===== config.mk =====
export PLATFORM = sky130hd
export DESIGN_NAME = pkcs1_v15_block_check
export DESIGN_NICKNAME = d
export VERILOG_FILES = /design/src/design/pbc_pkcs1_placeholder_unused.sv /design/src/design/pbc_pkg.sv /design/src/design/pbc_ram.sv /design/src/design/pbc_front.sv /design/src/design/pkcs1_v15_block_check.sv
export SDC_FILE = /design/constraint.sdc
export NUM_CORES = 1
export LEC_CHECK = 0
export BUFFER_PORTS_ARGS = -buffer_cell sky130_fd_sc_hd__buf_2
export CORE_ASPECT_RATIO = 1.25
export CORE_UTILIZATION = 30
export CTS_CLUSTER_SIZE = 40
export DETAILED_ROUTE_END_ITERATION = 12
export GPL_TIMING_DRIVEN = 0
export RECOVER_POWER = 50
export SLEW_MARGIN = 15
export SYNTH_ARGS = -nofsm -noshare
export SYNTH_HDL_FRONTEND = slang
export SYNTH_HIERARCHICAL = 1
export SYNTH_SLANG_ARGS = --single-unit

===== constraint.sdc =====
create_clock -name clk -period 4.8 [get_ports clk]
set_clock_uncertainty 0.1 [all_clocks]
set_input_delay 0.96 -clock clk [delete_from_list [all_inputs] [get_ports clk]]
set_output_delay 0.96 -clock clk [all_outputs]
set_load 0.01 [all_outputs]

===== src/design/pbc_pkcs1_placeholder_unused.sv =====
`default_nettype none
`default_nettype wire


===== src/design/pbc_pkg.sv =====
// Shared types and constants for the PKCS#1 v1.5 block framing checker.
// No dependencies; used by pbc_front and the pkcs1_v15_block_check top level.
`default_nettype none
package pbc_pkg;

    // width used for position, length and offset compares
    localparam int CW = 11;

    localparam logic CMD_HASH_LOAD = 1'b0;
    localparam logic CMD_BLOCK     = 1'b1;

    localparam logic CFG_KEY_LEN    = 1'b0;
    localparam logic CFG_DIGEST_LEN = 1'b1;

    localparam logic [7:0] BYTE_00 = 8'h00;
    localparam logic [7:0] BYTE_01 = 8'h01;
    localparam logic [7:0] BYTE_02 = 8'h02;
    localparam logic [7:0] BYTE_FF = 8'hFF;

    localparam logic [2:0] STATUS_OK       = 3'd0;
    localparam logic [2:0] STATUS_LENGTH   = 3'd1;
    localparam logic [2:0] STATUS_NO_LEAD  = 3'd2;
    localparam logic [2:0] STATUS_NO_SEP   = 3'd3;
    localparam logic [2:0] STATUS_FF_PAD   = 3'd4;
    localparam logic [2:0] STATUS_ZERO_PAD = 3'd5;
    localparam logic [2:0] STATUS_BAD_TYPE = 3'd6;
    localparam logic [2:0] STATUS_HASH     = 3'd7;

    // one block byte on its way to the hash compare stage
    typedef struct packed {
        logic       cmp;       // byte lies in the hash field
        logic       zero_exp;  // hash index beyond the store, expect 00
        logic       last;
        logic [2:0] code;      // framing status, STATUS_OK means decided by hash
        logic [7:0] btype;
        logic [7:0] data;
    } stage_t;

endpackage
`default_nettype wire


===== src/design/pbc_ram.sv =====
// Generic single-port synchronous RAM with registered read data.
// No dependencies.
`default_nettype none
module pbc_ram #(
    parameter int WIDTH = 8,
    parameter int DEPTH = 64
) (
    input  wire logic                     clk,
    input  wire logic                     we,
    input  wire logic                     re,
    input  wire logic [$clog2(DEPTH)-1:0] addr,
    input  wire logic [WIDTH-1:0]         wdata,
    output logic      [WIDTH-1:0]         rdata
);

    logic [WIDTH-1:0] mem [DEPTH];
    logic [WIDTH-1:0] rdata_reg;

    always_ff @(posedge clk)
    begin
        if (we)
        begin
            mem[addr] <= wdata;
        end
        if (re)
        begin
            rdata_reg <= mem[addr];
        end
    end

    assign rdata = rdata_reg;

endmodule
`default_nettype wire


===== src/design/pbc_front.sv =====
// Front stage: byte position, type and framing flags, hash store addressing.
// Depends on pbc_pkg.
`default_nettype none
module pbc_front #(
    parameter int MAX_BLOCK_BYTES = 512,
    parameter int MAX_HASH_BYTES  = 64
) (
    input  wire logic                              clk,
    input  wire logic                              rst_n,
    input  wire logic [9:0]                        key_len,
    input  wire logic [6:0]                        digest_len,
    input  wire logic                              accept,
    input  wire logic                              command,
    input  wire logic [7:0]                        data_byte,
    input  wire logic                              last,
    output logic                                   ram_we,
    output logic                                   ram_re,
    output logic      [$clog2(MAX_HASH_BYTES)-1:0] ram_addr,
    output pbc_pkg::stage_t                        stage
);

    localparam int AW = $clog2(MAX_HASH_BYTES);
    localparam int HW = $clog2(MAX_HASH_BYTES + 1);
    localparam int PW = $clog2(MAX_BLOCK_BYTES + 1);
    localparam int CW = pbc_pkg::CW;

    logic [HW-1:0] hidx_reg, hidx_next;
    logic [PW-1:0] pos_reg, pos_next;
    logic [7:0]    type_reg, type_next;
    logic          lead_reg, sep_reg, noff_reg, zero_reg, over_reg;
    logic          lead_next, sep_next, noff_next, zero_next, over_next;

    logic [CW-1:0] kl, hl, posw, hstart, sepw, idx, pos_after;
    logic          cfg_bad, over, is_block, hash_room, len_err;
    logic [7:0]    type_now;
    logic          lead_now, sep_now, noff_now, zero_now, over_now;

    always_comb
    begin
        kl        = CW'(key_len);
        hl        = CW'(digest_len);
        posw      = CW'(pos_reg);
        hstart    = kl - hl;
        sepw      = hstart - CW'(1);
        idx       = posw - hstart;
        cfg_bad   = kl < (hl + CW'(3));
        over      = posw >= CW'(MAX_BLOCK_BYTES);
        is_block  = command == pbc_pkg::CMD_BLOCK;
        hash_room = hidx_reg < HW'(MAX_HASH_BYTES);

        type_now = (!over && posw == CW'(1)) ? data_byte : type_reg;
        lead_now = lead_reg;
        sep_now  = sep_reg;
        noff_now = noff_reg;
        zero_now = zero_reg;
        over_now = over_reg | over;
        if (!over && !cfg_bad)
        begin
            if (posw == '0)
            begin
                lead_now = lead_reg | (data_byte != pbc_pkg::BYTE_00);
            end
            else if (posw >= CW'(2) && posw < sepw)
            begin
                noff_now = noff_reg | (data_byte != pbc_pkg::BYTE_FF);
                zero_now = zero_reg | (data_byte == pbc_pkg::BYTE_00);
            end
            else if (posw == sepw)
            begin
                sep_now = sep_reg | (data_byte != pbc_pkg::BYTE_00);
            end
        end

        pos_after = over ? posw : posw + CW'(1);
        len_err   = over_now || (pos_after != kl) || cfg_bad;

        stage.cmp      = !over && !cfg_bad && posw >= hstart && posw < kl;
        stage.zero_exp = idx >= CW'(MAX_HASH_BYTES);
        stage.last     = last;
        stage.btype    = type_now;
        stage.data     = data_byte;
        if (len_err)
            stage.code = pbc_pkg::STATUS_LENGTH;
        else if (lead_now)
            stage.code = pbc_pkg::STATUS_NO_LEAD;
        else if (sep_now)
            stage.code = pbc_pkg::STATUS_NO_SEP;
        else if (type_now == pbc_pkg::BYTE_01)
            stage.code = noff_now ? pbc_pkg::STATUS_FF_PAD : pbc_pkg::STATUS_OK;
        else if (type_now == pbc_pkg::BYTE_02)
            stage.code = zero_now ? pbc_pkg::STATUS_ZERO_PAD : pbc_pkg::STATUS_OK;
        else
            stage.code = pbc_pkg::STATUS_BAD_TYPE;

        ram_we   = accept && !is_block && hash_room;
        ram_re   = accept && is_block;
        ram_addr = is_block ? idx[AW-1:0] : hidx_reg[AW-1:0];

        hidx_next = hidx_reg;
        pos_next  = pos_reg;
        type_next = type_reg;
        lead_next = lead_reg;
        sep_next  = sep_reg;
        noff_next = noff_reg;
        zero_next = zero_reg;
        over_next = over_reg;
        if (accept && !is_block)
        begin
            if (last)
                hidx_next = '0;
            else if (hash_room)
                hidx_next = hidx_reg + HW'(1);
        end
        else if (accept)
        begin
            if (last)
            begin
                pos_next  = '0;
                type_next = '0;
                lead_next = 1'b0;
                sep_next  = 1'b0;
                noff_next = 1'b0;
                zero_next = 1'b0;
                over_next = 1'b0;
            end
            else
            begin
                pos_next  = over ? pos_reg : pos_reg + PW'(1);
                type_next = type_now;
                lead_next = lead_now;
                sep_next  = sep_now;
                noff_next = noff_now;
                zero_next = zero_now;
                over_next = over_now;
            end
        end
    end

    always_ff @(posedge clk or negedge rst_n)
    begin
        if (!rst_n)
        begin
            hidx_reg <= '0;
            pos_reg  <= '0;
            type_reg <= '0;
            lead_reg <= 1'b0;
            sep_reg  <= 1'b0;
            noff_reg <= 1'b0;
            zero_reg <= 1'b0;
            over_reg <= 1'b0;
        end
        else
        begin
            hidx_reg <= hidx_next;
            pos_reg  <= pos_next;
            type_reg <= type_next;
            lead_reg <= lead_next;
            sep_reg  <= sep_next;
            noff_reg <= noff_next;
            zero_reg <= zero_next;
            over_reg <= over_next;
        end
    end

endmodule
`default_nettype wire


===== src/design/pkcs1_v15_block_check.sv =====
// Top level of the PKCS#1 v1.5 signature block framing checker.
// Depends on pbc_pkg, pbc_front and pbc_ram.
//
// Usage:
//   Input channel (in_valid/in_stall): command 0 items load the expected hash,
//   one byte each, last closing the load. Command 1 items deliver the decrypted
//   block one byte per item; the item with last set closes the block.
//   Output channel (out_valid/out_stall): one item (status, block_type) per
//   block, none for hash loads or inner block bytes.
//   Configuration: cfg_we writes key_len (index 0) or digest_len (index 1) from
//   cfg_data; write only while no block is in flight.
//   Throughput: one item per cycle while in_stall is low. The last block byte
//   and its hash store read enter the compare stage register, then the status
//   goes into the output register and out_valid rises.
//   A stalled result holds in the output register; inner block bytes keep
//   flowing, and input stalls only when a second finished block is waiting
//   behind it.
//   Reset clears position, type, flags, the hash load index and both stages;
//   the hash store keeps its contents and is undefined until loaded.
//   key_len and digest_len reset to 256 and 20.
`default_nettype none
module pkcs1_v15_block_check #(
    parameter int MAX_BLOCK_BYTES = 512,
    parameter int MAX_HASH_BYTES  = 64
) (
    input  wire logic       clk,
    input  wire logic       rst_n,
    input  wire logic       cfg_we,
    input  wire logic       cfg_index,
    input  wire logic [9:0] cfg_data,
    input  wire logic       in_valid,
    output logic            in_stall,
    input  wire logic       command,
    input  wire logic [7:0] data_byte,
    input  wire logic       last,
    output logic            out_valid,
    input  wire logic       out_stall,
    output logic      [2:0] status,
    output logic      [7:0] block_type
);

    localparam int AW = $clog2(MAX_HASH_BYTES);

    logic [9:0] key_len_reg;
    logic [6:0] digest_len_reg;

    logic            accept;
    logic            ram_we, ram_re;
    logic [AW-1:0]   ram_addr;
    logic [7:0]      ram_rdata;
    pbc_pkg::stage_t stage;

    pbc_pkg::stage_t b_reg;
    logic            b_valid_reg, b_valid_next;
    logic            hash_err_reg, hash_err_next;
    logic            b_adv, hash_bad, hash_any;

    logic       out_valid_reg, out_valid_next;
    logic [2:0] status_reg;
    logic [7:0] type_reg;

    always_ff @(posedge clk or negedge rst_n)
    begin
        if (!rst_n)
        begin
            key_len_reg    <= 10'd256;
            digest_len_reg <= 7'd20;
        end
        else if (cfg_we)
        begin
            unique case (cfg_index)
                pbc_pkg::CFG_KEY_LEN:    key_len_reg    <= cfg_data;
                pbc_pkg::CFG_DIGEST_LEN: digest_len_reg <= cfg_data[6:0];
                default: ;
            endcase
        end
    end

    assign b_adv    = b_valid_reg && !(b_reg.last && out_valid_reg && out_stall);
    assign in_stall = b_valid_reg && !b_adv;
    assign accept   = in_valid && !in_stall;

    pbc_front #(
        .MAX_BLOCK_BYTES(MAX_BLOCK_BYTES),
        .MAX_HASH_BYTES (MAX_HASH_BYTES)
    ) u_front (
        .clk       (clk),
        .rst_n     (rst_n),
        .key_len   (key_len_reg),
        .digest_len(digest_len_reg),
        .accept    (accept),
        .command   (command),
        .data_byte (data_byte),
        .last      (last),
        .ram_we    (ram_we),
        .ram_re    (ram_re),
        .ram_addr  (ram_addr),
        .stage     (stage)
    );

    pbc_ram #(
        .WIDTH(8),
        .DEPTH(MAX_HASH_BYTES)
    ) u_hash_ram (
        .clk  (clk),
        .we   (ram_we),
        .re   (ram_re),
        .addr (ram_addr),
        .wdata(data_byte),
        .rdata(ram_rdata)
    );

    always_comb
    begin
        hash_bad = b_reg.cmp &&
                   (b_reg.zero_exp ? (b_reg.data != pbc_pkg::BYTE_00)
                                   : (b_reg.data != ram_rdata));
        hash_any = hash_err_reg | hash_bad;

        b_valid_next = b_valid_reg;
        if (ram_re)
            b_valid_next = 1'b1;
        else if (b_adv)
            b_valid_next = 1'b0;

        hash_err_next = hash_err_reg;
        if (b_adv)
            hash_err_next = b_reg.last ? 1'b0 : hash_any;

        out_valid_next = out_valid_reg && out_stall;
        if (b_adv && b_reg.last)
            out_valid_next = 1'b1;
    end

    always_ff @(posedge clk or negedge rst_n)
    begin
        if (!rst_n)
        begin
            b_valid_reg   <= 1'b0;
            hash_err_reg  <= 1'b0;
            out_valid_reg <= 1'b0;
        end
        else
        begin
            b_valid_reg   <= b_valid_next;
            hash_err_reg  <= hash_err_next;
            out_valid_reg <= out_valid_next;
        end
    end

    always_ff @(posedge clk)
    begin
        if (ram_re)
        begin
            b_reg <= stage;
        end
        if (b_adv && b_reg.last)
        begin
            if (b_reg.code != pbc_pkg::STATUS_OK)
                status_reg <= b_reg.code;
            else
                status_reg <= hash_any ? pbc_pkg::STATUS_HASH : pbc_pkg::STATUS_OK;
            type_reg <= b_reg.btype;
        end
    end

    assign out_valid  = out_valid_reg;
    assign status     = status_reg;
    assign block_type = type_reg;

endmodule
`default_nettype wire


* Word-level counts from Yosys, hierarchy flattened *
Memory sizes are Yosys's and may differ from the RTL's. A register that Yosys moved wholly into a read port is not among the register bits.
Index checks and enable logic that the tools add are counted.

storage, ports and cells
  flip-flop bits (word level) = 83
  latch bits = 0
  RAM bits = 512
  memory bits (read-only) = 0
  bits of input ports = 26
  output and inout port bits = 13
  logic and storage cells = 131
  memories kept = 1

memories
  name            depth  width  read ports  clocked after memory_dff  wr ports  line           text
  u_hash_ram.mem  64     8      1           1                         1         pbc_ram.sv:16  logic [WIDTH-1:0] mem [DEPTH];

cells by class
  add/sub/neg operators = 7
  multiply operators = 0
  div/mod/pow operators = 0
  magnitude comparators = 8
  equal/unequal tests = 8
  shifts and indexed selects = 0
  muxes and demuxes = 40
  bitwise gates (word level) = 8
  reductions and logical operators = 37

operators with widths
  operator                                                                count
  1-bit two-way mux                                                       24
  10-bit by 11-bit less-than comparator with 1-bit output                 2
  10-bit two-way mux                                                      2
  3-bit two-way mux                                                       6
  1-bit logical AND                                                       16
  8-bit two-way mux                                                       2
  8-bit nonzero test                                                      2
  7-bit two-way mux                                                       2
  10-bit by 1-bit adder with 11-bit output, second input constant         1
  10-bit by 11-bit == test with 1-bit output                              1
  10-bit by 11-bit >= comparator with 1-bit output                        1
  11-bit by 7-bit >= comparator with 1-bit output, second input constant  1
  11-bit two-way mux                                                      1
  11-bit by 10-bit inequality test with 1-bit output                      1
  10-bit by 11-bit subtractor with 11-bit output                          1
  10-bit by 7-bit subtractor with 11-bit output                           1
  11-bit by 1-bit subtractor with 11-bit output, second input constant    1
  10-bit by 1-bit adder with 10-bit output, second input constant         1
  10-bit by 1-bit == test with 1-bit output, second input constant        1
  10-bit >= comparator, second input constant                             1
  10-bit by 2-bit >= comparator with 1-bit output, second input constant  1
  10-bit logical NOT                                                      1
  10-bit less-than comparator                                             1
  7-bit by 2-bit adder with 8-bit output, second input constant           1
  19 further kinds                                                        36

* Longest topological paths before layout *
Gate-level depths: netlist (run 1).

  depth in word-level cells = 12
  gate-level depth with buffers = 20
  depth with buffers taken out = 19

* Modules after synthesis *
The synthesis (run 1) kept the hierarchy.

modules (own cells, without submodules)
  module                 times used  cells each  area each (um^2)
  pbc_ram                1           1,171       20,529.7
  pbc_front              1           485         3,860.0
  pkcs1_v15_block_check  1           117         1,976.9

* Least setup slack after synthesis (run 1) *
No wires, ideal clock.

  kind = flip-flop to flip-flop
  start point = register key_len_reg[0]
  end point = memory u_hash_ram.mem[20][0], enable pin
  arrival = 4,077 ps
  required time = 4,329 ps
  path slack = 252 ps
  stages on the path, launching flop included = 19
  buffers on the path = 3
  path through = dfrtp_1 inv_1 ha_1 fa_1 nand2b_1 a21oi_1 xor2_1 inv_1 ha_1 o21ai_0 a21oi_1 nor2_1 xnor2_1 mux2_2 clkbuf_1 or3b_2 clkbuf_1 clkbuf_1 nor2_1

on the way
  cells in the longest elaborated chain, start to end = 3

ends and longest elaborated chain
  item                                            line                         text
  from (decl)                                     pkcs1_v15_block_check.sv:44  logic [9:0] key_len_reg;
  from (signal assigned)                          pkcs1_v15_block_check.sv:72  pbc_pkg::CFG_KEY_LEN: key_len_reg <= cfg_data;
  10-bit by 7-bit subtractor with 11-bit output   pbc_front.sv:43              hstart = kl - hl;
  10-bit by 11-bit subtractor with 11-bit output  pbc_front.sv:45              idx = posw - hstart;
  6-bit two-way mux                               pbc_front.sv:97              ram_addr = is_block ? idx[AW-1:0] : hidx_reg[AW-1:0];
  via ram_addr[5]                                 pkcs1_v15_block_check.sv:49  logic [AW-1:0] ram_addr;
  to (decl)                                       pbc_ram.sv:16

The timed path passes the listed nets, and every way through them passes these cells.

* Worst setup path after layout (run 1) *
  start point = register key_len_reg[0]
  end point = register u_hash_ram.rdata_reg[6], in the netlist u_hash_ram/rdata[6], read port of u_hash_ram.mem, data pin

on the way
  cells in the longest elaborated chain, start to end = 3

ends and longest elaborated chain
  item                                            line                         text
  10-bit by 7-bit subtractor with 11-bit output   pbc_front.sv:43
  10-bit by 11-bit subtractor with 11-bit output  pbc_front.sv:45
  6-bit two-way mux                               pbc_front.sv:97
  via ram_addr[1]                                 pkcs1_v15_block_check.sv:49
  to (decl)                                       pbc_ram.sv:17                logic [WIDTH-1:0] rdata_reg;

The timed path passes the listed nets, and every way through them passes these cells.
A chain may end at the register's enable or synchronous reset.

==> results of run 1 <==
[worst register-to-register path: cells and delay by family, from the launching register on]
family / cells / cell delay (ps)
adders and majority gates: 3 / 1250
AOI/OAI and AO/OA: 3 / 650
buffers and inverters: 5 / 1320
muxes: 1 / 160
DFF: 1 / 400
and+or+nand+nor: 1 / 540
[layout by cell type (no fill, tap or decap), types with 23 or more instances in the layout]
| cell | instances |
|---|---|
| nand2b_1 | 34 |
| inv_1 | 45 |
| a21oi_1 | 53 |
| xnor2_1 | 32 |
| clkbuf_16 | 68 |
| mux4_2 | 41 |
| a22oi_1 | 41 |
| clkbuf_1 | 44 |
| o21ai_0 | 47 |
| nor2_4 | 63 |
| nand2_1 | 78 |
| buf_2 | 48 |
| ha_1 | 48 |
| dfrtp_1 | 44 |
| mux2_2 | 34 |
| o22ai_1 | 23 |
| edfxtp_1 | 553 |
| buf_4 | 47 |
| nor2_1 | 63 |
| mux2i_1 | 63 |
[per-layer routing]
layer | share of wire | track usage | routed length [um] | vias up
met2 | 0.48 | 0.2880 | 37560 | 794
li1 | - | - | - | 7260
met1 | 0.37 | 0.2057 | 28640 | 8574
met5 | 0.00040 | 0 | 31 | -
met4 | 0.064 | 0.1039 | 4991 | 4
met3 | 0.083 | 0.03544 | 6454 | 242
[logic make-up after synthesis]
kind of cell,after synthesis
buffers and inverters,151
adders and majority gates,52
DFF,603
AOI/OAI and AO/OA,363
xor gates and xnor gates,46
and+or+nand+nor,411
muxes,147
[what timing repair did]
action                     in CTS  in global routing
setup buffers                  32                  5
resized for setup             230                 39
pin swaps                      19                  7
setup endpoints to repair     522                219
[metrics by stage]
stage | power, mW | cell area [sq um] | TNS (ps) | utilization | hold WS (ps)
after floorplan | 9.158 | 26370 | 0 | - | 300.3
after global placement | 11.06 | 28010 | -582820 | 0.3218 | 308.4
after detailed placement | 11.11 | 28080 | -587500 | 0.3226 | 305.7
after CTS | 16.28 | 31230 | -0.9757 | 0.3587 | 319.2
after global routing | 16.99 | 31330 | -38.84 | 0.3599 | 322.3
final | 16.49 | 31330 | 0 | 0.3599 | 316.2
[power breakdown]
group,leakage (nW),total [mW],switching [mW],internal (mW)
registers,5.62,6.06,0.109,5.95
clock network,0.970,4.71,2.08,2.63
logic,3.82,5.73,3.70,2.02
total,10.4,16.5,5.89,10.6
[cell type report]
class | count | area [sq um]
flip-flops and latches | 603 | 17860
clock buffers | 77 | 1714
clock inverters | 38 | 262.8
well taps | 1168 | 1461
plain buffers | 102 | 663.1
repair buffers | 76 | 594.3
multi-input cells | 1019 | 8603
inverters | 45 | 168.9
fillers | 8178 | 55720
[worst max-delay path by stage]
| stage | end | depth (start not counted) |
|---|---|---|
| 5_1_grt | b_reg[16] | 19 |
| 6_report | u_hash_ram/rdata[6] | 13 |
| 3_3_place_gp | u_hash_ram/mem[21][1] | 13 |
| 3_5_place_dp | u_hash_ram/mem[22][1] | 13 |
| 4_1_cts | b_reg[16] | 19 |
| 2_1_floorplan | u_hash_ram/mem[20][0] | 18 |
==> out/results.ini, run 1 <==
[synthesis]
avgSynthCellArea_sq_um = 14.87
synthAdderAreaFrac = 0.02525
synth-warning-count = 6
synth_top_area_frac = 0.6298
async_reset_ff_frac = 0.08292
synth_top_family_by_area = compound AO/OA/AOI/OAI gates
synth_top_cells_by_area = edfxtp_1 63%, dfrtp_1 4.5%, mux4_2 3.5%
synth_simple_gate_area_frac = 0.08058
post-synth-top-count-cell = edfxtp_1
synth_xor_area_frac = 0.01556
yosysUniqueCellTypes = 83
synth_nets = 1851
synth-compound-area-share = 0.09776
syn_area_sq_um = 26370
ys_seq_elements = 603
ys.flop_type = edfxtp_1
synthTopCellsByCount = 553 x edfxtp_1, 127 x nor2_1, 83 x nand2_1
synth-edff-count = 553
yosysSeqAreaShare = 0.6774
synthCells = 1773
synth_area_leader_cell = edfxtp_1
muxShareOfSynthArea = 0.07721

[critical_path]
cpMostUsedCell = buf_6
cp_num_buf_inv = 5
critPathSlowestCell = or4_1
worstPathArrival_ps = 4920
path_class = reg -> reg
path_delay_family = buffers and inverters
worst_setup_path_end_kind = flip-flop
r2r_cells = 13
required_ps = 4990
startpoint = key_len_reg[0]
slowest_delay_ps = 540
path_cells = inv_1 -> ha_1 -> fa_2 -> fa_1 -> mux2_2 -> buf_6 -> buf_6 -> buf_2 -> clkbuf_2 -> a211oi_1 -> o31ai_2 -> o221ai_1 -> or4_1
crit_fanout = 10
r2r-end = u_hash_ram/rdata[6]
r2r-start = key_len_reg[0]
critPathLaunchType = flip-flop
rrSetupSlack_ps = 80

[drt]
antenna_left = 0
num_vias = 16870
wire_per_inst_um = 24.83
drc = 0
vias_per_cell = 5.395
firstDrtPassIters = 5
drtIter0Drc = 1690
wl_um = 77680

[sta]
setup_viol = 0
final.period_utilization = 0.9842
tightest_slew_ps = 3474
final.min_clock_period_ps = 4724
max_slew_margin = -1.316
finalMaxSlewViolations = 583
finalHoldViolCount = 0
rsz0062_at_grt = true
fin_ws_ps = 75.64
max_freq_ghz = 0.2117

[worst_hold_path]
min-delay-path-class = reg -> reg
min_to = block_type[5]
hp-start = b_reg[13]
min_path_cells = 0

[place]
dp.cells = 2980
pre_cts_slack_ps = -1600
dp_hpwl_um = 51260
io_buffers = 37
gp_congestion = 0.9641

[global_routing]
grt_pass1_wl_um = 113100
overflow = 0
grt_start_max_net_pins = 70
antenna_found_initial = 4
grt_use_total = 0.1733
first_global_vias = 16980

[power]
p_per_area_nw_per_um2 = 526.2
power.leakage_nw = 10.41
ir_drop_mv = 0.2597

[clocking]
clock-sinks = 603
ctsRootBufferMaster = clkbuf_16
clk_latency_ps = 610
path_clk_slew_ps = 60
hold_buffers = 0
cts_tree = yes
cts_htree_levels = 3
numCtsBuffers = 67
clock_path_buffers = 3

[finish]
largest_register_ffs = 512
drive_gt1_frac = 0.2265
area_growth_pct = 18.83
final_cells = 3128
nets = 1992
n_antenna_cell = 0

[die]
dieArea_sq_um = 89080
row_count = 121
die_w_um = 267.2
io_pins = 39
initial_utilization = 0.3029
fp.dieH_um = 333.5
coreArea_sq_um = 87050

[flow_run]
drv_cap = 9

[status]
violations = capacitance limit, slew limit
status = finished with violations

No activity file was read; power rests on OpenSTA's default activity.
==> inputs of run 2 (changes only) <==
Settings changed: REMOVE_ABC_BUFFERS set to 1.
==> out/results.ini, run 2 (synthesis results as in run 1) <==
[place]
io_buffers = 38
gp_congestion = 0.8660
postPlaceCellArea_sq_um = 28000
dp.cells = 2892
dp_hpwl_um = 42700

[critical_path]
path_cells = inv_1 -> ha_1 -> fa_2 -> fa_2 -> mux2_8 -> buf_16 -> nor2_4 -> buf_12 -> nand2_1 -> nor2_2
required_ps = 4960
cp_num_buf_inv = 3
path_class = reg -> reg
r2r-start = key_len_reg[0]
path_delay_family = adder cells
critPathLaunchType = flip-flop
critPathSlowestCell = nor2_2
cpMostUsedCell = fa_2
worst_setup_path_end_kind = flip-flop
worstPathArrival_ps = 4870
startpoint = key_len_reg[0]
crit_fanout = 27
slowest_delay_ps = 680

[sta]
final.period_utilization = 0.9806
finalHoldViolCount = 0
final.min_clock_period_ps = 4707
max_freq_ghz = 0.2125
tns_ps = 0
max_slew_margin = -1.308
rsz0062_at_grt = true
finalMaxSlewViolations = 580
whs_ps = 318.1
tightest_slew_ps = 3463
setup_viol = 0

[finish]
area_growth_pct = 17.12
largest_register_ffs = 512
final_area_sq_um = 30880
nets = 1904
final_common_cell = edfxtp_1
layout_common_cells = 553 x edfxtp_1, 80 x nand2_1, 65 x mux2i_1
final_cells = 3042
n_antenna_cell = 0
drive_gt1_frac = 0.2060

[power]
p_int_mw = 10.63
clockPowerShare = 0.288
p_per_area_nw_per_um2 = 519.3
ir_drop_mv = 0.2820
p_comb_frac = 0.334
total_power_mw = 16.04
p_seq_frac = 0.378
power.leakage_nw = 10.15
p_sw_mw = 5.404
netSwitchingFraction = 0.3370

[drt]
vias_per_cell = 5.345
wl_um = 70160
drc = 0
antenna_left = 0
drtIter0Drc = 1588
num_vias = 16260
firstDrtPassIters = 6
wire_per_inst_um = 23.06

[global_routing]
grt_start_max_net_pins = 70
grt_use_total = 0.1550
overflow = 0
grt_pass1_wl_um = 104100
first_global_vias = 16330
antenna_found_initial = 2

[clocking]
cts_tree = yes
numCtsBuffers = 61
cts_htree_levels = 2
clock_path_buffers = 3
clock-sinks = 603
clk_latency_ps = 640
path_clk_slew_ps = 60
ctsRootBufferMaster = clkbuf_16

[die]
fp.dieH_um = 333.5
initial_utilization = 0.3029
dieArea_sq_um = 89080
io_pins = 39
row_count = 121
die_w_um = 267.2
coreArea_sq_um = 87050

[status]
violations = capacitance limit, slew limit
status = finished with violations

[worst_hold_path]
min-delay-path-class = reg -> reg
hp-start = b_reg[11]

[flow_run]
drv_cap = 9

[run 2: changes by cell type in the layout (fill, tap and decap cells not counted), sizes merged, moves of 2 or more]
cell	before	now
bufbuf	0	2
clkinv	31	28
mux2	41	44
clkbuf	138	84
bufinv	1	4
buf	117	78
clkinvlp	2	4
[run 2: final cells by class]
cell class                      count  area (sq um)
Clock buffer                       72          1589
Fill cell                        8196         56170
Multi-Input combinational cell   1023          8482
Clock inverter                     39         347.8
Sequential cell                   603         17860
Inverter                           45         171.4
Timing Repair Buffer               92         965.9
Tap cell                         1168          1461
[run 2: power by group through the flow]
stage,Clock (mW),Combinational [mW],Sequential [mW]
floorplan,0,3.04,6.12
global placement,0,4.31,6.15
detailed placement,0,4.63,6.16
CTS,4.71,5.09,6.05
global route,4.89,5.65,6.08
finish,4.62,5.36,6.07
[run 2: final timing paths]
path                                              end  slack, ps  cells past startpoint
worst max register to register  u_hash_ram/mem[32][2]         90                     10
max in group asynchronous              key_len_reg[0]       1610                      1
worst max-delay path            u_hash_ram/mem[32][2]         90                     10
worst min register to register          block_type[3]        320                      0
worst min-delay path                    block_type[3]        320                      0
min in group asynchronous              key_len_reg[7]       1150                      1
[run 2: metrics by stage]
step	util	worst slack [ps]
finish	0.3547	93.00
global route	0.3547	-56.32
CTS	0.3517	-140.0
detailed placement	0.3216	-665.2
global placement	0.3158	-17540
floorplan	-	-8511
[run 2: what timing repair did]
item / 4_1_cts / 5_1_grt
setup endpoints to repair: 522 / 233
hold buffers: 0 / 0
cloned: 5 / 2
setup buffers: 13 / 19
pin swaps: 5 / 6
resized for setup: 123 / 40
[run 2: routing by layer]
layer  wire length (um)  up-vias  GRT usage
li1                   -     7085          -
met1              28040     8379     0.1948
met2              34890      653     0.2667
met3               4344      137    0.01905
met4               2851        4    0.06591
met5                 30        -          0
